[src/rtl/dfe_pkg.sv]
// ----------------------------------------------------------------------------
// DShot frame encoder package
// Shared widths, mode codes, register indexes, types and the frame builder.
// ----------------------------------------------------------------------------
package dfe_pkg;

    localparam int NUM_MOTORS = 4;

    localparam int MODE_W   = 3;
    localparam int MOTOR_W  = 2;
    localparam int FRAC_W   = 16;
    localparam int VALUE_W  = 11;
    localparam int SLOT_W   = 5;
    localparam int PULSE_W  = 16;
    localparam int FRAME_W  = 16;
    localparam int PERIOD_W = 16;
    localparam int PROD_W   = FRAC_W + VALUE_W;
    localparam int SUM_W    = VALUE_W + 2;
    localparam int CFG_W    = 32;
    localparam int PADDR_W  = 3;

    localparam int SLOT_COUNT = 18;
    localparam logic [SLOT_W-1:0] SLOT_LAST = SLOT_W'(SLOT_COUNT - 1);

    localparam logic [MOTOR_W+2:0] MOTOR_LIMIT = (MOTOR_W + 3)'(NUM_MOTORS);

    localparam logic [VALUE_W-1:0] FULL_SCALE_SPAN = VALUE_W'(1999);
    localparam logic [SUM_W-1:0]   THROTTLE_BASE   = SUM_W'(48);
    localparam logic [SUM_W-1:0]   VALUE_MAX       = SUM_W'(2047);

    localparam logic [MODE_W-1:0] MODE_THROTTLE = 3'd0;
    localparam logic [MODE_W-1:0] MODE_COUNT    = 3'd1;
    localparam logic [MODE_W-1:0] MODE_RAW      = 3'd2;
    localparam logic [MODE_W-1:0] MODE_DISARM   = 3'd3;
    localparam logic [MODE_W-1:0] MODE_ARM      = 3'd4;

    localparam logic REG_BIT_PERIOD = 1'b0;
    localparam logic REG_MIN_OFFSET = 1'b1;

    localparam logic [PERIOD_W-1:0] BIT_PERIOD_RST = 16'd1120;
    localparam logic [VALUE_W-1:0]  MIN_OFFSET_RST = 11'd50;

    localparam int QUEUE_DEPTH = 2;
    localparam int QPTR_W      = $clog2(QUEUE_DEPTH);
    localparam int QCNT_W      = $clog2(QUEUE_DEPTH + 1);

    typedef enum logic [1:0] {
        SRC_THROTTLE,
        SRC_COUNT,
        SRC_RAW,
        SRC_ZERO
    } t_val_src;

    typedef struct packed {
        logic [MOTOR_W-1:0] motor;
        logic [FRAME_W-1:0] frame;
    } t_frame_req;

    typedef struct packed {
        logic full;
        logic empty;
    } t_queue_status;

    function automatic logic [FRAME_W-1:0] build_frame(input logic [VALUE_W-1:0] value,
                                                       input logic telem);
        logic [VALUE_W:0] word12;
        logic [3:0]       csum;
        word12 = {value, telem};
        csum   = word12[3:0] ^ word12[7:4] ^ word12[11:8];
        return {word12, csum};
    endfunction

endpackage

[src/rtl/dfe_if.sv]
// ----------------------------------------------------------------------------
// DShot frame encoder channels
// Command request channel and slot request channel with valid/ready.
// ----------------------------------------------------------------------------
interface dfe_cmd_if;
    logic                           valid;
    logic                           ready;
    logic [dfe_pkg::MODE_W-1:0]     mode;
    logic [dfe_pkg::MOTOR_W-1:0]    motor;
    logic [dfe_pkg::FRAC_W-1:0]     throttle_fraction;
    logic [dfe_pkg::VALUE_W-1:0]    throttle_count;
    logic [dfe_pkg::VALUE_W-1:0]    command_value;

    modport source (output valid, mode, motor, throttle_fraction, throttle_count,
                    command_value, input ready);
    modport sink (input valid, mode, motor, throttle_fraction, throttle_count,
                  command_value, output ready);
endinterface

interface dfe_slot_if;
    logic                           valid;
    logic                           ready;
    logic [dfe_pkg::MOTOR_W-1:0]    motor_out;
    logic [dfe_pkg::SLOT_W-1:0]     slot;
    logic [dfe_pkg::PULSE_W-1:0]    pulse_width;
    logic [dfe_pkg::FRAME_W-1:0]    frame_word;
    logic                           last;

    modport source (output valid, motor_out, slot, pulse_width, frame_word, last,
                    input ready);
    modport sink (input valid, motor_out, slot, pulse_width, frame_word, last,
                  output ready);
endinterface

[src/rtl/dfe_apb_regs.sv]
// ----------------------------------------------------------------------------
// DShot frame encoder configuration registers
// APB-style register file holding the bit period and the throttle offset.
// ----------------------------------------------------------------------------
module dfe_apb_regs (
    input  logic                              i_clk,
    input  logic                              i_rst_n,
    input  logic                              psel,
    input  logic                              penable,
    input  logic                              pwrite,
    input  logic [dfe_pkg::PADDR_W-1:0]       paddr,
    input  logic [dfe_pkg::CFG_W-1:0]         pwdata,
    output logic [dfe_pkg::CFG_W-1:0]         prdata,
    output logic                              pready,
    output logic [dfe_pkg::PERIOD_W-1:0]      o_bit_period,
    output logic [dfe_pkg::VALUE_W-1:0]       o_min_offset
);

    logic [dfe_pkg::PERIOD_W-1:0] r_bit_period;
    logic [dfe_pkg::VALUE_W-1:0]  r_min_offset;
    logic                         wr_en;
    logic                         reg_sel;

    assign pready  = 1'b1;
    assign wr_en   = psel & penable & pwrite & pready;
    assign reg_sel = paddr[2];

    always_ff @(posedge i_clk) begin
        if (!i_rst_n) begin
            r_bit_period <= dfe_pkg::BIT_PERIOD_RST;
            r_min_offset <= dfe_pkg::MIN_OFFSET_RST;
        end else if (wr_en) begin
            case (reg_sel)
                dfe_pkg::REG_BIT_PERIOD: r_bit_period <= pwdata[dfe_pkg::PERIOD_W-1:0];
                dfe_pkg::REG_MIN_OFFSET: r_min_offset <= pwdata[dfe_pkg::VALUE_W-1:0];
                default: ;
            endcase
        end
    end

    always_comb begin
        case (reg_sel)
            dfe_pkg::REG_BIT_PERIOD: prdata = dfe_pkg::CFG_W'(r_bit_period);
            dfe_pkg::REG_MIN_OFFSET: prdata = dfe_pkg::CFG_W'(r_min_offset);
            default:                 prdata = '0;
        endcase
    end

    assign o_bit_period = r_bit_period;
    assign o_min_offset = r_min_offset;

endmodule

[src/rtl/dfe_front.sv]
// ----------------------------------------------------------------------------
// DShot frame encoder front end
// Accepts commands, tracks the armed state and builds frame words.
// ----------------------------------------------------------------------------
module dfe_front (
    input  logic                          i_clk,
    input  logic                          i_rst_n,
    dfe_cmd_if.sink                       i_cmd,
    input  logic [dfe_pkg::VALUE_W-1:0]   i_min_offset,
    input  dfe_pkg::t_queue_status        i_q_status,
    output logic                          o_push,
    output dfe_pkg::t_frame_req           o_push_req
);

    logic                           r_armed;
    logic                           n_armed;
    logic                           r_s1_valid;
    logic [dfe_pkg::MOTOR_W-1:0]    r_s1_motor;
    dfe_pkg::t_val_src              r_s1_src;
    logic [dfe_pkg::PROD_W-1:0]     r_s1_prod;
    logic [dfe_pkg::VALUE_W-1:0]    r_s1_arg;

    logic                           accept;
    logic                           motor_ok;
    logic                           emit;
    dfe_pkg::t_val_src              src;
    logic [dfe_pkg::VALUE_W-1:0]    arg;
    logic [dfe_pkg::SUM_W-1:0]      sum;
    logic [dfe_pkg::VALUE_W-1:0]    value;

    assign accept       = i_cmd.valid & i_cmd.ready;
    assign motor_ok     = 5'(i_cmd.motor) < dfe_pkg::MOTOR_LIMIT;
    assign o_push       = r_s1_valid & ~i_q_status.full;
    assign i_cmd.ready  = ~r_s1_valid | ~i_q_status.full;

    always_comb begin
        emit    = 1'b0;
        src     = dfe_pkg::SRC_ZERO;
        arg     = '0;
        n_armed = r_armed;
        case (i_cmd.mode)
            dfe_pkg::MODE_THROTTLE: begin
                emit = r_armed & motor_ok;
                src  = dfe_pkg::SRC_THROTTLE;
            end
            dfe_pkg::MODE_COUNT: begin
                emit = motor_ok;
                src  = dfe_pkg::SRC_COUNT;
                arg  = i_cmd.throttle_count;
            end
            dfe_pkg::MODE_RAW: begin
                emit = motor_ok;
                src  = dfe_pkg::SRC_RAW;
                arg  = i_cmd.command_value;
            end
            dfe_pkg::MODE_DISARM: begin
                emit    = r_armed & motor_ok;
                n_armed = 1'b0;
            end
            dfe_pkg::MODE_ARM: begin
                n_armed = 1'b1;
            end
            default: ;
        endcase
    end

    always_ff @(posedge i_clk) begin
        if (!i_rst_n) begin
            r_armed    <= 1'b0;
            r_s1_valid <= 1'b0;
        end else begin
            if (accept) begin
                r_armed <= n_armed;
            end
            if (accept && emit) begin
                r_s1_valid <= 1'b1;
            end else if (o_push) begin
                r_s1_valid <= 1'b0;
            end
        end
    end

    always_ff @(posedge i_clk) begin
        if (accept && emit) begin
            r_s1_motor <= i_cmd.motor;
            r_s1_src   <= src;
            r_s1_arg   <= arg;
            r_s1_prod  <= dfe_pkg::PROD_W'(i_cmd.throttle_fraction)
                        * dfe_pkg::PROD_W'(dfe_pkg::FULL_SCALE_SPAN);
        end
    end

    always_comb begin
        case (r_s1_src)
            dfe_pkg::SRC_THROTTLE:
                sum = dfe_pkg::SUM_W'(r_s1_prod[dfe_pkg::PROD_W-1:15]) + dfe_pkg::THROTTLE_BASE;
            dfe_pkg::SRC_COUNT:
                sum = dfe_pkg::SUM_W'(r_s1_arg) + dfe_pkg::THROTTLE_BASE
                    + dfe_pkg::SUM_W'(i_min_offset);
            default:
                sum = dfe_pkg::SUM_W'(r_s1_arg);
        endcase
        if (sum > dfe_pkg::VALUE_MAX) begin
            value = dfe_pkg::VALUE_MAX[dfe_pkg::VALUE_W-1:0];
        end else begin
            value = sum[dfe_pkg::VALUE_W-1:0];
        end
    end

    assign o_push_req.motor = r_s1_motor;
    assign o_push_req.frame = dfe_pkg::build_frame(value, r_s1_src == dfe_pkg::SRC_THROTTLE);

    a_disarm_clears: assert property (@(posedge i_clk) disable iff (!i_rst_n)
        accept && i_cmd.mode == dfe_pkg::MODE_DISARM |=> !r_armed)
        else $error("disarm command left the block armed");

endmodule

[src/rtl/dfe_queue.sv]
// ----------------------------------------------------------------------------
// DShot frame encoder frame queue
// Two-entry queue of built frames between the front end and the serializer.
// ----------------------------------------------------------------------------
module dfe_queue (
    input  logic                      i_clk,
    input  logic                      i_rst_n,
    input  logic                      i_push,
    input  dfe_pkg::t_frame_req       i_push_req,
    input  logic                      i_pop,
    output dfe_pkg::t_frame_req       o_head,
    output dfe_pkg::t_queue_status    o_status
);

    dfe_pkg::t_frame_req             r_mem [dfe_pkg::QUEUE_DEPTH];
    logic [dfe_pkg::QPTR_W-1:0]      r_wr_ptr;
    logic [dfe_pkg::QPTR_W-1:0]      r_rd_ptr;
    logic [dfe_pkg::QCNT_W-1:0]      r_count;

    assign o_status.full  = r_count == dfe_pkg::QCNT_W'(dfe_pkg::QUEUE_DEPTH);
    assign o_status.empty = r_count == '0;
    assign o_head         = r_mem[r_rd_ptr];

    always_ff @(posedge i_clk) begin
        if (!i_rst_n) begin
            r_wr_ptr <= '0;
            r_rd_ptr <= '0;
            r_count  <= '0;
        end else begin
            if (i_push) begin
                r_wr_ptr <= r_wr_ptr + 1'b1;
            end
            if (i_pop) begin
                r_rd_ptr <= r_rd_ptr + 1'b1;
            end
            case ({i_push, i_pop})
                2'b10:   r_count <= r_count + 1'b1;
                2'b01:   r_count <= r_count - 1'b1;
                default: ;
            endcase
        end
    end

    always_ff @(posedge i_clk) begin
        if (i_push) begin
            r_mem[r_wr_ptr] <= i_push_req;
        end
    end

    a_no_overflow: assert property (@(posedge i_clk) disable iff (!i_rst_n)
        i_push && !i_pop |-> !o_status.full)
        else $error("frame queue written while full");

    a_no_underflow: assert property (@(posedge i_clk) disable iff (!i_rst_n)
        i_pop |-> !o_status.empty)
        else $error("frame queue read while empty");

endmodule

[src/rtl/dfe_back.sv]
// ----------------------------------------------------------------------------
// DShot frame encoder slot serializer
// Turns each queued frame into eighteen compare slots, one per cycle while the output is ready.
// ----------------------------------------------------------------------------
module dfe_back (
    input  logic                          i_clk,
    input  logic                          i_rst_n,
    input  logic [dfe_pkg::PERIOD_W-1:0]  i_bit_period,
    input  dfe_pkg::t_frame_req           i_head,
    input  dfe_pkg::t_queue_status        i_q_status,
    output logic                          o_pop,
    dfe_slot_if.source                    o_slot
);

    logic                           r_valid;
    logic [dfe_pkg::SLOT_W-1:0]     r_slot;
    logic [dfe_pkg::MOTOR_W-1:0]    r_motor;
    logic [dfe_pkg::FRAME_W-1:0]    r_frame;
    logic [dfe_pkg::PULSE_W-1:0]    r_w_one;
    logic [dfe_pkg::PULSE_W-1:0]    r_w_zero;

    logic [dfe_pkg::PERIOD_W+1:0]   period_x3;
    logic                           advance;
    logic                           at_end;

    assign period_x3 = {2'b00, i_bit_period} + {1'b0, i_bit_period, 1'b0};
    assign at_end    = r_slot == dfe_pkg::SLOT_LAST;
    assign advance   = ~r_valid | o_slot.ready;
    assign o_pop     = advance & (~r_valid | at_end) & ~i_q_status.empty;

    always_ff @(posedge i_clk) begin
        r_w_one  <= period_x3[dfe_pkg::PERIOD_W+1:2];
        r_w_zero <= dfe_pkg::PULSE_W'(period_x3 >> 3);
    end

    always_ff @(posedge i_clk) begin
        if (!i_rst_n) begin
            r_valid <= 1'b0;
        end else if (advance) begin
            if (!r_valid || at_end) begin
                r_valid <= ~i_q_status.empty;
            end
        end
    end

    always_ff @(posedge i_clk) begin
        if (advance) begin
            if (!r_valid || at_end) begin
                r_slot  <= '0;
                r_motor <= i_head.motor;
                r_frame <= i_head.frame;
            end else begin
                r_slot <= r_slot + 1'b1;
            end
        end
    end

    assign o_slot.valid       = r_valid;
    assign o_slot.motor_out   = r_motor;
    assign o_slot.slot        = r_slot;
    assign o_slot.frame_word  = r_frame;
    assign o_slot.last        = at_end;
    assign o_slot.pulse_width = r_slot[4] ? '0 : (r_frame[~r_slot[3:0]] ? r_w_one : r_w_zero);

    a_slot_steps: assert property (@(posedge i_clk) disable iff (!i_rst_n)
        r_valid && o_slot.ready && !at_end |=>
            r_valid && r_slot == dfe_pkg::SLOT_W'($past(r_slot) + 1'b1))
        else $error("slot sequence skipped or stalled a slot");

    a_slot_range: assert property (@(posedge i_clk) disable iff (!i_rst_n)
        r_valid |-> r_slot <= dfe_pkg::SLOT_LAST)
        else $error("slot index ran past the end of the frame");

endmodule

[src/rtl/dshot_frame_encoder_unit.sv]
// ----------------------------------------------------------------------------
// DShot frame encoder
// Each accepted command that produces a frame yields eighteen slot requests
// for one motor, one per cycle while the slot sink is ready; commands that
// produce no frame (arm, throttle or disarm while disarmed, unused modes) push
// nothing. The front end registers a command, builds its frame word and pushes
// it into a two-entry queue when not full; the first slot then passes that
// register, the queue entry and the serializer's slot register. Up to three
// frame-producing commands can be taken while a frame is still being sent,
// and a new frame follows the previous one's last slot with no gap.
// The user must write configuration through the APB-style port only while
// the block is idle; the block itself does not enforce this.
// ----------------------------------------------------------------------------
module dshot_frame_encoder_unit (
    input  logic                          i_clk,
    input  logic                          i_rst_n,
    input  logic                          psel,
    input  logic                          penable,
    input  logic                          pwrite,
    input  logic [dfe_pkg::PADDR_W-1:0]   paddr,
    input  logic [dfe_pkg::CFG_W-1:0]     pwdata,
    output logic [dfe_pkg::CFG_W-1:0]     prdata,
    output logic                          pready,
    dfe_cmd_if.sink                       i_cmd,
    dfe_slot_if.source                    o_slot
);

    logic [dfe_pkg::PERIOD_W-1:0]   bit_period;
    logic [dfe_pkg::VALUE_W-1:0]    min_offset;
    logic                           push;
    logic                           pop;
    dfe_pkg::t_frame_req            push_req;
    dfe_pkg::t_frame_req            head;
    dfe_pkg::t_queue_status         q_status;

    dfe_apb_regs u_regs (
        .i_clk        (i_clk),
        .i_rst_n      (i_rst_n),
        .psel         (psel),
        .penable      (penable),
        .pwrite       (pwrite),
        .paddr        (paddr),
        .pwdata       (pwdata),
        .prdata       (prdata),
        .pready       (pready),
        .o_bit_period (bit_period),
        .o_min_offset (min_offset)
    );

    dfe_front u_front (
        .i_clk        (i_clk),
        .i_rst_n      (i_rst_n),
        .i_cmd        (i_cmd),
        .i_min_offset (min_offset),
        .i_q_status   (q_status),
        .o_push       (push),
        .o_push_req   (push_req)
    );

    dfe_queue u_queue (
        .i_clk      (i_clk),
        .i_rst_n    (i_rst_n),
        .i_push     (push),
        .i_push_req (push_req),
        .i_pop      (pop),
        .o_head     (head),
        .o_status   (q_status)
    );

    dfe_back u_back (
        .i_clk        (i_clk),
        .i_rst_n      (i_rst_n),
        .i_bit_period (bit_period),
        .i_head       (head),
        .i_q_status   (q_status),
        .o_pop        (pop),
        .o_slot       (o_slot)
    );

endmodule
[src/flat_wrapper.sv]
// flat-port wrapper written by rule: the top's interface ports become plain ports
module dshot_frame_encoder_unit_flat 
  (i_clk, i_rst_n, psel, penable, pwrite, paddr, pwdata, prdata, pready, i_cmd_valid, i_cmd_mode, i_cmd_motor, i_cmd_throttle_fraction, i_cmd_throttle_count, i_cmd_command_value, i_cmd_ready, o_slot_valid, o_slot_motor_out, o_slot_slot, o_slot_pulse_width, o_slot_frame_word, o_slot_last, o_slot_ready);
  dfe_cmd_if i_cmd_i ();
  dfe_slot_if o_slot_i ();
  input  logic i_clk;
  input  logic i_rst_n;
  input  logic psel;
  input  logic penable;
  input  logic pwrite;
  input  logic [dfe_pkg::PADDR_W-1:0] paddr;
  input  logic [dfe_pkg::CFG_W-1:0] pwdata;
  output logic [dfe_pkg::CFG_W-1:0] prdata;
  output logic pready;
  input wire logic [$bits(i_cmd_i.valid)-1:0] i_cmd_valid;
  input wire logic [$bits(i_cmd_i.mode)-1:0] i_cmd_mode;
  input wire logic [$bits(i_cmd_i.motor)-1:0] i_cmd_motor;
  input wire logic [$bits(i_cmd_i.throttle_fraction)-1:0] i_cmd_throttle_fraction;
  input wire logic [$bits(i_cmd_i.throttle_count)-1:0] i_cmd_throttle_count;
  input wire logic [$bits(i_cmd_i.command_value)-1:0] i_cmd_command_value;
  output wire logic [$bits(i_cmd_i.ready)-1:0] i_cmd_ready;
  output wire logic [$bits(o_slot_i.valid)-1:0] o_slot_valid;
  output wire logic [$bits(o_slot_i.motor_out)-1:0] o_slot_motor_out;
  output wire logic [$bits(o_slot_i.slot)-1:0] o_slot_slot;
  output wire logic [$bits(o_slot_i.pulse_width)-1:0] o_slot_pulse_width;
  output wire logic [$bits(o_slot_i.frame_word)-1:0] o_slot_frame_word;
  output wire logic [$bits(o_slot_i.last)-1:0] o_slot_last;
  input wire logic [$bits(o_slot_i.ready)-1:0] o_slot_ready;
  assign i_cmd_i.valid = i_cmd_valid;
  assign i_cmd_i.mode = i_cmd_mode;
  assign i_cmd_i.motor = i_cmd_motor;
  assign i_cmd_i.throttle_fraction = i_cmd_throttle_fraction;
  assign i_cmd_i.throttle_count = i_cmd_throttle_count;
  assign i_cmd_i.command_value = i_cmd_command_value;
  assign i_cmd_ready = i_cmd_i.ready;
  assign o_slot_valid = o_slot_i.valid;
  assign o_slot_motor_out = o_slot_i.motor_out;
  assign o_slot_slot = o_slot_i.slot;
  assign o_slot_pulse_width = o_slot_i.pulse_width;
  assign o_slot_frame_word = o_slot_i.frame_word;
  assign o_slot_last = o_slot_i.last;
  assign o_slot_i.ready = o_slot_ready;
  dshot_frame_encoder_unit u_core (.i_clk(i_clk), .i_rst_n(i_rst_n), .psel(psel), .penable(penable), .pwrite(pwrite), .paddr(paddr), .pwdata(pwdata), .prdata(prdata), .pready(pready), .i_cmd(i_cmd_i), .o_slot(o_slot_i));
endmodule
[config.mk]
export PLATFORM = sky130hd
export DESIGN_NAME = dshot_frame_encoder_unit_flat
export DESIGN_NICKNAME = d
export VERILOG_FILES = /design/src/rtl/dfe_pkg.sv /design/src/rtl/dfe_if.sv /design/src/rtl/dfe_apb_regs.sv /design/src/rtl/dfe_front.sv /design/src/rtl/dfe_queue.sv /design/src/rtl/dfe_back.sv /design/src/rtl/dshot_frame_encoder_unit.sv /design/src/flat_wrapper.sv
export SDC_FILE = /design/constraint.sdc
export NUM_CORES = 1
export LEC_CHECK = 0
export BUFFER_PORTS_ARGS = -buffer_cell sky130_fd_sc_hd__buf_2
export CAP_MARGIN = 20
export CORE_UTILIZATION = 59
export DETAILED_ROUTE_END_ITERATION = 8
export HOLD_SLACK_MARGIN = 0.03
export PLACE_DENSITY = 0.86
export RECOVER_POWER = 25
export SYNTH_ARGS = -nofsm -noshare
export SYNTH_HDL_FRONTEND = slang
export SYNTH_SLANG_ARGS = --single-unit
[constraint.sdc]
create_clock -name i_clk -period 6 [get_ports i_clk]
set_clock_uncertainty 0.2 [all_clocks]
set_input_delay 0.6 -clock i_clk [delete_from_list [all_inputs] [get_ports i_clk]]
set_output_delay 0.6 -clock i_clk [all_outputs]
set_load 0.005 [all_outputs]
==> key figures, run 1 <==
Critical path
  • Worst R2R End: u_core.u_queue.r_mem[0][0]
  • Cell repeated most along the worst path: fa_1
  • Reg-to-reg slack, setup: approximately 2.2 ns
  • Setup crit start kind: primary input
  • Critical Path Sink Type: register
  • Required time of the critical path: 5.95 ns
  • Highest net fanout along the worst path: 6
  • Slowest CP cell: fa_1
  • Reg2Reg Launch Point: u_core.u_front.r_s1_arg[1]
  • Reg2Reg Depth: 11
  • Arrival time at the worst endpoint: ~5.5 ns
  • Critical-path cell list: buf_2, inv_1, fa_1, fa_1, inv_1, fa_1, fa_1, inv_1, fa_1, inv_1, ha_1, a21oi_1, o21ai_0, a31oi_1, a31oi_2, a221o_2, mux2i_1, a221oi_2
  • Worst stage delay on the critical path: 0.54 ns
  • WS Path Type: primary input to register

Synth
  • Post-synth top area share: 0.2373
  • Cells after synthesis: slightly above 1000
  • Area leader, netlist: edfxtp_1
  • Share of async-settable or async-resettable flops after synthesis: 0
  • Top cells by count, synth: inv_1, ha_1, fa_1
  • Ranking of synthesized cells by area: edfxtp_1, fa_1, ha_1
  • Netlist cell types: 61
  • Post-synth EDFFs: 86
  • Syn_area_per_cell: ~11 um2
  • Register bit total from synthesis: around 140
  • Count leader, synth: inv_1
  • Yosys warns: 0
  • Most used DFF post-synth: edfxtp_1
  • Netlist Area Pre-Place: around 11000 um2
  • Part of the Yosys area used for sequential elements: 0.3293

Finish
  • Final nets: roughly 1400
  • Antenna Diode Count: 0
  • Finished Core Util: 0.6794
  • Filler Cell Count: 1323
  • Share of cells above drive strength 1: 0.1657
  • Area grow syn2layout: 12.54%

Min path
  • HP Class: primary input to register
  • Worst hold stages: 1
  • Hold EP: u_core.u_front.r_s1_motor[1]
  • Hold wc startpoint: i_cmd_motor[1]

Placement
  • Port bufs: roughly 120
  • Gp weighted congestion: about 0.90
  • Setup slack at placement: slightly below 0.08 ns
  • DP HPWL: about 18 mm

Power and ir drop
  • Pwr dens: 422.4 nW/um2
  • Sw Ratio: 0.3885
  • Max VDD drop: between 0.4 and 0.5 mV
  • Internal power: between 3 and 4 mW
  • Comb pwr share: 0.524
  • Clock group share of total power: 0.208
  • Pleak: about 5.7 nW
  • Switching power: about 2.0 mW
  • Seq pwr share: 0.268

Timing
  • Minimum clock period: roughly 5.5 ns
  • Final setup TNS: 0 ns
  • Rel. slew slack: 0.2352
  • Final Max Slew Viols: 0
  • Least-Margin Pin Slew: between 1 and 1.5 ns
  • Worst setup margin: ~0.47 ns
  • Fmax: 180.8 MHz
  • Hold Violations, Final: 0
  • Final setup viols: 0
  • Unrepaired setup endpoints after global routing: no
  • Final Cycle Share: 0.9218

Global route
  • Gr usage total: 0.2460
  • Initial antenna violation count: 0
  • Pin count of the biggest net entering global routing: 35
  • Vias in the first global route: about 7500
  • First-pass GRT wire length: ~36 mm
  • GRT Residual Overflow: 0

Clock network
  • Post-cts sizing count: 0
  • Setup repair bufs after CTS: 0
  • CTS sink count: between 100 and 150
  • Root Driver: clkbuf_16
  • CTS buffer count: 17
  • Clock Path Buffers: 2
  • Register clock-pin slew on the reported worst setup and hold paths: ~0.060 ns
  • H-tree Lvls: 4
  • Clk Latency, worst-skew pair: about 0.42 ns
  • CTS Hold Bufs: 0
  • CTS tree: done

Floorplanning
  • Num ports: 160
  • Die area: 18990 um2
  • Die W: 137.8 um
  • Initial core utilization: 0.6037
  • Die height: roughly 140 um
  • Rows: 49
  • Area of the core: around 18000 um2

Routing
  • Vias per cell: roughly 5.4
  • Initial detailed-routing violation count: 461
  • Post-Route WL: approximately 22 mm
  • Residual DRC: 0
  • DR vias: ~7600
  • TritonRoute pass-1 iters: 5
  • Avg WL per Cell: about 16 um
  • DRT antenna net count: 0

Job
  • Max cap viols: 0

Status
  • Status: completed
## area by class of cell
type / count / area, um2 / area share
clock buffers: 17 / 425.4 / 0.03474
flip-flops and latches: 136 / 3583 / 0.2926
well taps: 229 / 286.5 / 0.02340
clock inverters: 15 / 190.2 / 0.01553
repair buffers: 131 / 646.9 / 0.05282
inverters: 164 / 615.6 / 0.05027
multi-input cells: 702 / 6499 / 0.5307
## flip-flops by register name, indices dropped and copies added, names as in the netlist, 2 cells and up
register,count
u_core.u_queue.r_mem,36
u_core.u_back.o_slot.slot,5
u_core.u_regs.o_min_offset,11
u_core.u_back.r_w_one,15
u_core.u_front.r_s1_motor,2
u_core.u_front.r_s1_prod,12
u_core.u_back.o_slot.motor_out,2
u_core.u_front.r_s1_src,2
u_core.u_regs.o_bit_period,16
u_core.u_back.o_slot.frame_word,16
u_core.u_queue.r_count,2
u_core.u_front.r_s1_arg,11
## critical path: cells and delay by family
family | cells | cell delay, ns
fa+ha+maj | 6 | 2.92
compound gates | 6 | 1.29
buf+inv | 5 | 0.47
mux | 1 | 0.19
## power groups by stage
stage	Clock [mW]	Sequential [mW]	Combinational [mW]
global route	1.13	1.41	3.13
floorplan	0	1.35	2.16
CTS	1.09	1.39	2.73
finish	1.08	1.39	2.71
detailed placement	0	1.41	2.71
global placement	0	1.39	2.58
## metrics by stage
stage          hold WS (ns)  power (mW)  area, um2  cells
3_5_place_dp         0.2434       4.115      11640   1360
3_3_place_gp         0.2236       3.977      11640   1360
6_report             0.1604       5.173      12250   1394
2_1_floorplan        0.2215       3.507      10940   1044
4_1_cts              0.1491       5.207      12260   1392
5_1_grt              0.1427       5.669      12250   1394
## routing by layer
| metal | global-route usage | share of wire | wire [um] |
|---|---|---|---|
| met2 | 0.4525 | 0.52 | 11650 |
| met5 | 0 | 0 | 0 |
| met1 | 0.2903 | 0.41 | 9284 |
| met4 | 0.08575 | 0.023 | 524 |
| met3 | 0.03679 | 0.042 | 938 |
## worst max path at each step
stage | start | end | slack, ns | cells past startpoint
after global routing | i_cmd_throttle_fraction[6] | u_core.u_front.r_s1_prod[26] | 0.22 | 18
final | i_cmd_throttle_fraction[6] | u_core.u_front.r_s1_prod[26] | 0.47 | 18
after CTS | i_cmd_throttle_fraction[6] | u_core.u_front.r_s1_prod[26] | 0.50 | 18
after detailed placement | i_cmd_throttle_fraction[6] | u_core.u_front.r_s1_prod[26] | 0.08 | 18
after floorplan | i_cmd_throttle_fraction[6] | u_core.u_front.r_s1_prod[26] | 0.51 | 17
after global placement | i_cmd_throttle_fraction[6] | u_core.u_front.r_s1_prod[26] | 0.13 | 18
## logic make-up (layout without fill, tap and decap cells)
| group | count (synthesis) | count (layout) | share of synthesized area |
|---|---|---|---|
| xor gates and xnor gates | 49 | 49 | 0.03944 |
| buffers and inverters | 206 | 327 | 0.07911 |
| and+or+nand+nor | 221 | 221 | 0.09015 |
| DFF | 136 | 136 | 0.3293 |
| other | 2 | 17 | 0.0006902 |
| muxes | 52 | 52 | 0.05554 |
| AOI/OAI and AO/OA | 157 | 157 | 0.1041 |
| adders and majority gates | 206 | 206 | 0.3017 |
## cells in the final DEF, fill, tap and decap left out, drive strengths merged, types with 4 or more instances in the layout
| cell | netlist | routed |
|---|---|---|
| inv | 164 | 169 |
| buf | 21 | 113 |
| ha | 112 | 112 |
| fa | 94 | 94 |
| nand2 | 94 | 94 |
| edfxtp | 86 | 86 |
| nor2 | 60 | 60 |
| dfxtp | 50 | 50 |
| xnor2 | 37 | 37 |
| clkbuf | 21 | 35 |
| a21oi | 33 | 33 |
| o21ai | 29 | 29 |
| mux2 | 27 | 27 |
| a21boi | 27 | 27 |
| mux2i | 21 | 21 |
| conb | 2 | 17 |
| nand3 | 15 | 15 |
| nor2b | 13 | 13 |
| a21o | 12 | 12 |
| xor2 | 12 | 12 |
| a22oi | 11 | 11 |
| nor3 | 10 | 10 |
| nand2b | 8 | 8 |
| a31oi | 8 | 8 |
| and2 | 6 | 6 |
| o21a | 5 | 5 |
| a221oi | 5 | 5 |
| a211oi | 5 | 5 |
| and3 | 4 | 4 |
| o21bai | 4 | 4 |
| o211ai | 4 | 4 |
| mux4 | 4 | 4 |
| o2111ai | 4 | 4 |
| clkinv | 0 | 4 |
Note: power is estimated with default switching activity, not from simulation.
==> run 2, diff against run 1 <==
--- a/config.mk
+++ b/config.mk
@@ -10,7 +10,7 @@
 export CORE_UTILIZATION = 59
 export DETAILED_ROUTE_END_ITERATION = 8
 export HOLD_SLACK_MARGIN = 0.03
-export PLACE_DENSITY = 0.86
+export PLACE_DENSITY = 0.83
 export RECOVER_POWER = 25
 export SYNTH_ARGS = -nofsm -noshare
 export SYNTH_HDL_FRONTEND = slang
==> run 2 against run 1 <==
Cell count up 0.22%. Worst hold slack got worse by 0.0041 ns. Sequential cell count did not move. Global-route usage hardly changed. Die area is the same. Critical path type unchanged.
==> key figures, run 2 (same netlist as run 1, synthesis figures left out) <==
Routing
  • Avg WL per Cell: 15.97 um (-0.58%)
  • Residual DRC: 0 (unchanged)
  • DRT antenna net count: 0 (unchanged)
  • Post-Route WL: 22.32 mm (-0.37%)
  • Vias per cell: 5.323 (-2.3%)
  • TritonRoute pass-1 iters: 5 (unchanged)
  • DR vias: 7436 (-2.1%)
  • Initial detailed-routing violation count: 388 (-16%)

Finish
  • Biggest register: u_core.u_queue.r_mem
  • Finished Core Util: 0.6801 (+0.0006940)
  • Most frequent cells in the layout: inv_1, buf_2, ha_1, fa_1, nand2_1
  • Share of cells above drive strength 1: 0.1740 (+0.008285)
  • Area grow syn2layout: 12.66%
  • Finished Layout Cells: 1397 (+0.22%)
  • Post-Layout Inst Area: 12260 um2 (+0.10%)
  • Commonest non-fill, non-tap cell in the layout: inv_1
  • Largest register FFs: 36 (unchanged)
  • Final nets: 1445 (+0.14%)

Clock network
  • Post-cts sizing count: 0 (unchanged)
  • CTS sink count: 136 (unchanged)
  • Root Driver: clkbuf_16
  • Clock Path Buffers: 2 (unchanged)
  • Setup repair bufs after CTS: 0 (unchanged)
  • CTS Hold Bufs: 0 (unchanged)
  • CTS tree: done
  • CTS buffer count: 17 (unchanged)
  • H-tree Lvls: 4 (unchanged)
  • Register clock-pin slew on the reported worst setup and hold paths: 0.06 ns (about the same)
  • Clk Latency, worst-skew pair: 0.42 ns (about the same)

Critical path
  • Critical Path Sink Type: register
  • Setup crit start kind: primary input
  • Required time of the critical path: 5.95 ns (about the same)
  • Cell repeated most along the worst path: fa_1
  • Reg-to-reg slack, setup: 2.26 ns (+0.06 ns)
  • Reg2Reg Depth: 11 (unchanged)
  • Worst stage delay on the critical path: 0.55 ns (about the same)
  • Critical Path Source: i_cmd_throttle_fraction[6]
  • WS Path Type: primary input to register
  • Arrival time at the worst endpoint: 5.58 ns (+0.10 ns)
  • Critical-path cell list: buf_2, inv_1, fa_1, fa_1, inv_1, fa_1, fa_1, inv_1, fa_1, inv_1, ha_1, a21oi_1, o21ai_0, a31oi_1, a31oi_2, a221o_2, mux2i_1, a221oi_2
  • Worst R2R End: u_core.u_queue.r_mem[0][0]
  • Reg2Reg Launch Point: u_core.u_front.r_s1_arg[1]
  • Slowest CP cell: fa_1
  • CP Capture Point: u_core.u_front.r_s1_prod[26]
  • Highest net fanout along the worst path: 6 (unchanged)

Min path
  • Hold wc startpoint: i_cmd_motor[1]
  • HP Class: primary input to register

Power and ir drop
  • Pleak: 5.741 nW (+0.47%)
  • Pwr dens: 422.6 nW/um2 (about the same)
  • Max VDD drop: 0.3647 mV (-14%)

Placement
  • DP Cell Count: 1361 (+0.074%)
  • Post-DP Area: 11650 um2 (about the same)
  • Setup slack at placement: -0.02843 ns (-0.1074 ns)
  • DP HPWL: 17.73 mm (+0.60%)
  • Port bufs: 124 (unchanged)
  • Gp weighted congestion: 0.9191 (+2.4%)

Global route
  • GRT Residual Overflow: 0 (unchanged)
  • First-pass GRT wire length: 35.20 mm (-1.3%)
  • Initial antenna violation count: 1 (+1)
  • Gr usage total: 0.2462 (about the same)
  • Pin count of the biggest net entering global routing: 35 (unchanged)
  • Vias in the first global route: 7385 (-1.4%)

Floorplanning
  • Initial core utilization: 0.6037 (unchanged)
  • Die height: 137.8 um (unchanged)
  • Die area: 18990 um2 (unchanged)
  • Rows: 49 (unchanged)
  • Area of the core: 18020 um2 (unchanged)
  • Num ports: 160 (unchanged)
  • Die W: 137.8 um (unchanged)

Timing
  • Final setup viols: 0 (unchanged)
  • Hold Violations, Final: 0 (unchanged)
  • Worst setup margin: 0.3725 ns (-0.09685 ns)
  • Hold Slack: 0.1563 ns (-0.004099 ns)
  • Least-Margin Pin Slew: 1.025 ns (-0.1202 ns)
  • Final Cycle Share: 0.9379 (+0.01614)
  • Minimum clock period: 5.627 ns (+0.09685 ns)
  • Fmax: 177.7 MHz (-1.7%)
  • Final Max Slew Viols: 0 (unchanged)
  • Rel. slew slack: 0.3169 (+0.08171)
  • Unrepaired setup endpoints after global routing: no

Job
  • Max cap viols: 0 (unchanged)

Status
  • Status: completed
==> run 2: cell count changes in the layout (fill, tap and decap cells not counted) <==
cell	previous run	this run
diode_2	0	1
clkinv_1	0	1
and2_0	1	2
clkinv_2	1	2
clkbuf_1	18	10
clkinvlp_2	0	1
clkinv_4	3	4
buf_4	6	7
inv_6	4	2
and2_1	5	4
buf_1	1	0
inv_8	1	0
clkinvlp_4	3	2
buf_2	106	116
==> run 2: how the worst min path moves through the flow <==
stage                                   endpoint  slack (ns)  depth (start not counted)
floorplan            u_core.u_queue.r_mem[0][16]        0.22                          0
global placement     u_core.u_queue.r_mem[1][16]        0.23                          0
detailed placement   u_core.u_queue.r_mem[0][16]        0.24                          0
CTS                 u_core.u_front.r_s1_motor[1]        0.14                          1
global route        u_core.u_front.r_s1_motor[1]        0.15                          1
finish              u_core.u_front.r_s1_motor[1]        0.16                          1
==> run 2: layout make-up <==
cell class	count	area, um2
Multi-Input combinational cell	702	6499
Clock buffer	17	425.4
Fill cell	1334	5766
Sequential cell	136	3583
Tap cell	229	286.5
Clock inverter	15	176.4
Inverter	164	615.6
Timing Repair Buffer	133	670.6
Antenna cell	1	2.502
==> run 2: through the flow <==
| stage | total power, mW | setup TNS, ns |
|---|---|---|
| detailed placement | 4.143 | -0.02843 |
| finish | 5.181 | 0 |
| CTS | 5.211 | 0 |
| global route | 5.675 | 0 |
| global placement | 3.980 | 0 |
| floorplan | 3.507 | 0 |
==> run 2: critical path: cells and delay by family <==
| kind | cells | cell delay (ns) |
|---|---|---|
| buf+inv | 5 | 0.48 |
| fa+ha+maj | 6 | 2.96 |
| mux | 1 | 0.21 |
| compound gates | 6 | 1.34 |
==> run 2: where the power goes <==
part | total, mW | internal, mW | switching, mW
Combinational | 2.74 | 1.25 | 1.49
Clock | 1.05 | 0.653 | 0.398
Sequential | 1.39 | 1.26 | 0.124
Total | 5.18 | 3.17 | 2.02
==> run 2: routing by layer <==
| layer | track usage | vias to the layer above | part of all wire |
|---|---|---|---|
| met3 | 0.04305 | 45 | 0.036 |
| met2 | 0.4556 | 188 | 0.53 |
| met4 | 0.1002 | 0 | 0.033 |
| met1 | 0.2783 | 3539 | 0.41 |
| li1 | - | 3664 | - |
| met5 | 0 | - | 0 |
==> run 3, diff against run 2 <==
--- a/config.mk
+++ b/config.mk
@@ -10,6 +10,7 @@
 export CORE_UTILIZATION = 59
 export DETAILED_ROUTE_END_ITERATION = 8
 export HOLD_SLACK_MARGIN = 0.03
+export MAX_ROUTING_LAYER = met4
 export PLACE_DENSITY = 0.83
 export RECOVER_POWER = 25
 export SYNTH_ARGS = -nofsm -noshare
==> run 3 against run 2 <==
Sequential cell count unchanged. Critical path type unchanged. Worst hold slack got worse by 0.0076 ns. Core utilization decreased by 0.11 points. Sequential share of layout area about the same. Fmax increased by 0.96%. Power decreased by 0.29%. Via count increased by 1.8%. Final area decreased by 0.16%. Register-to-register slack improved by 0.02 ns. Critical path depth unchanged.
==> key figures, run 3 (same netlist as run 1, synthesis figures left out) <==
Routing
  • DRT antenna net count: 0 (unchanged)
  • DR vias: 7570 (+1.8%)
  • Initial detailed-routing violation count: 484 (+25%)
  • Post-Route WL: 22.58 mm (+1.2%)
  • Residual DRC: 0 (unchanged)
  • TritonRoute pass-1 iters: 5 (unchanged)
  • Avg WL per Cell: 16.18 um (+1.3%)
  • Vias per cell: 5.427 (+1.9%)

Critical path
  • Worst path top cell family by delay: adder cells
  • Slowest CP cell: fa_1
  • Critical Path Sink Type: register
  • Highest net fanout along the worst path: 6 (unchanged)
  • Critical Path Source: i_cmd_throttle_fraction[6]
  • WS Path Type: primary input to register
  • Cell repeated most along the worst path: fa_1
  • Arrival time at the worst endpoint: 5.53 ns (-0.05 ns)
  • Setup crit start kind: primary input
  • Reg2Reg Launch Point: u_core.u_front.r_s1_arg[1]
  • Buffers plus inverters on the worst setup path: 5 (unchanged)
  • Required time of the critical path: 5.96 ns (about the same)
  • Worst stage delay on the critical path: 0.56 ns (about the same)
  • Critical-path cell list: buf_2, inv_1, fa_1, fa_1, inv_1, fa_1, fa_1, inv_1, fa_1, inv_1, ha_1, a21oi_1, o21ai_0, a31oi_1, a31oi_2, a221o_2, mux2i_1, a221oi_2

Min path
  • HP Class: primary input to register
  • Hold wc startpoint: i_cmd_motor[1]

Timing
  • Hold Slack: 0.1487 ns (-0.007576 ns)
  • Fmax: 179.4 MHz (+0.96%)
  • Least-Margin Pin Slew: 1.091 ns (+0.06600 ns)
  • Final setup viols: 0 (unchanged)
  • Final Max Slew Viols: 0 (unchanged)
  • Final Cycle Share: 0.9290 (-0.008901)
  • Minimum clock period: 5.574 ns (-0.05340 ns)
  • Hold Violations, Final: 0 (unchanged)
  • Unrepaired setup endpoints after global routing: no
  • Rel. slew slack: 0.2714 (-0.04550)

Floorplanning
  • Rows: 49 (unchanged)
  • Area of the core: 18020 um2 (unchanged)
  • Die W: 137.8 um (unchanged)
  • Initial core utilization: 0.6037 (unchanged)
  • Die area: 18990 um2 (unchanged)
  • Die height: 137.8 um (unchanged)
  • Num ports: 160 (unchanged)

Finish
  • Post-Layout Inst Area: 12240 um2 (-0.16%)
  • Share of cells above drive strength 1: 0.1725 (-0.001418)
  • Area grow syn2layout: 12.48%
  • Multi-input logic area: 6499 um2 (unchanged)
  • Largest register FFs: 36 (unchanged)
  • Finished Core Util: 0.6790 (-0.001110)
  • Biggest register: u_core.u_queue.r_mem
  • Final nets: 1443 (-0.14%)
  • Commonest non-fill, non-tap cell in the layout: inv_1
  • Filler Cell Count: 1348 (+1.0%)
  • Most frequent cells in the layout: inv_1, buf_2, ha_1, fa_1, nand2_1
  • Register area: 3583 um2 (unchanged)
  • Finished Layout Cells: 1395 (-0.14%)

Clock network
  • Register clock-pin slew on the reported worst setup and hold paths: 0.06 ns (about the same)
  • CTS sink count: 136 (unchanged)
  • CTS buffer count: 17 (unchanged)
  • CTS Hold Bufs: 0 (unchanged)
  • Clk Latency, worst-skew pair: 0.42 ns (about the same)
  • CTS tree: done
  • Setup repair bufs after CTS: 0 (unchanged)
  • H-tree Lvls: 4 (unchanged)
  • Root Driver: clkbuf_16
  • Post-cts sizing count: 0 (unchanged)
  • Clock Path Buffers: 2 (unchanged)

Placement
  • Post-DP Area: 11650 um2 (unchanged)
  • DP HPWL: 17.76 mm (+0.15%)
  • Port bufs: 124 (unchanged)
  • DP Cell Count: 1361 (unchanged)
  • Gp weighted congestion: 0.9365 (+1.9%)

Power and ir drop
  • Pwr dens: 422.1 nW/um2 (-0.13%)
  • Pleak: 5.717 nW (-0.41%)
  • Max VDD drop: 0.4177 mV (+15%)
  • Total power: 5.166 mW (-0.29%)

Global route
  • GRT Residual Overflow: 0 (unchanged)
  • First-pass GRT wire length: 35.74 mm (+1.5%)
  • Initial antenna violation count: 1 (unchanged)
  • Pin count of the biggest net entering global routing: 35 (unchanged)
  • Vias in the first global route: 7718 (+4.5%)
  • Gr usage total: 0.2554 (+0.009237)

Job
  • Max cap viols: 0 (unchanged)

Status
  • Status: completed
run 3: cell types whose count changed in the layout (fill, tap and decap cells not counted), sizes merged:
cell / before / now
buf: 123 / 120
clkinv: 7 / 4
clkinvlp: 3 / 5
inv: 166 / 168
bufinv: 3 / 2
clkbuf: 27 / 28
run 3: path summary, 6_finish.rpt:
path / cells after the start / to / slack, ns
setup reg to reg: 11 / u_core.u_queue.r_mem[1][0] / 2.28
hold reg to reg: 0 / u_core.u_queue.r_mem[0][16] / 0.25
hold / removal: 1 / u_core.u_front.r_s1_motor[1] / 0.15
setup / recovery: 18 / u_core.u_front.r_s1_prod[26] / 0.43
run 3: layer usage:
layer	track usage	wire length, um
met1	0.2887	9268
met5	-	0
met3	0.03974	835
met4	0.1123	772
met2	0.4470	11700
run 3: worst register-to-register path, delay by kind of cell, from the launching register on:
family | cells | cell delay, ns
AOI/OAI and AO/OA | 5 | 1.57
adders and majority gates | 3 | 0.94
DFF | 1 | 0.39
xor gates and xnor gates | 1 | 0.17
and+or+nand+nor | 2 | 0.17
run 3: final cells by class:
class                           count  share of cell area
Inverter                          164             0.05030
Multi-Input combinational cell    702              0.5310
Timing Repair Buffer              131             0.05367
Tap cell                          229             0.02341
Clock buffer                       17             0.03476
Clock inverter                     15             0.01390
Sequential cell                   136              0.2928
Antenna cell                        1           0.0002045
run 3: through the flow:
stage | TNS [ns] | setup slack [ns]
floorplan | 0 | 0.5071
global placement | 0 | 0.1166
detailed placement | -0.01363 | -0.01363
CTS | 0 | 0.4218
global route | 0 | 0.1429
finish | 0 | 0.4259
run 3: power by group:
group / total (mW) / switching, mW / internal [mW]
Sequential: 1.39 / 0.125 / 1.26
Combinational: 2.73 / 1.49 / 1.25
Clock: 1.04 / 0.424 / 0.619
Total: 5.17 / 2.04 / 3.13
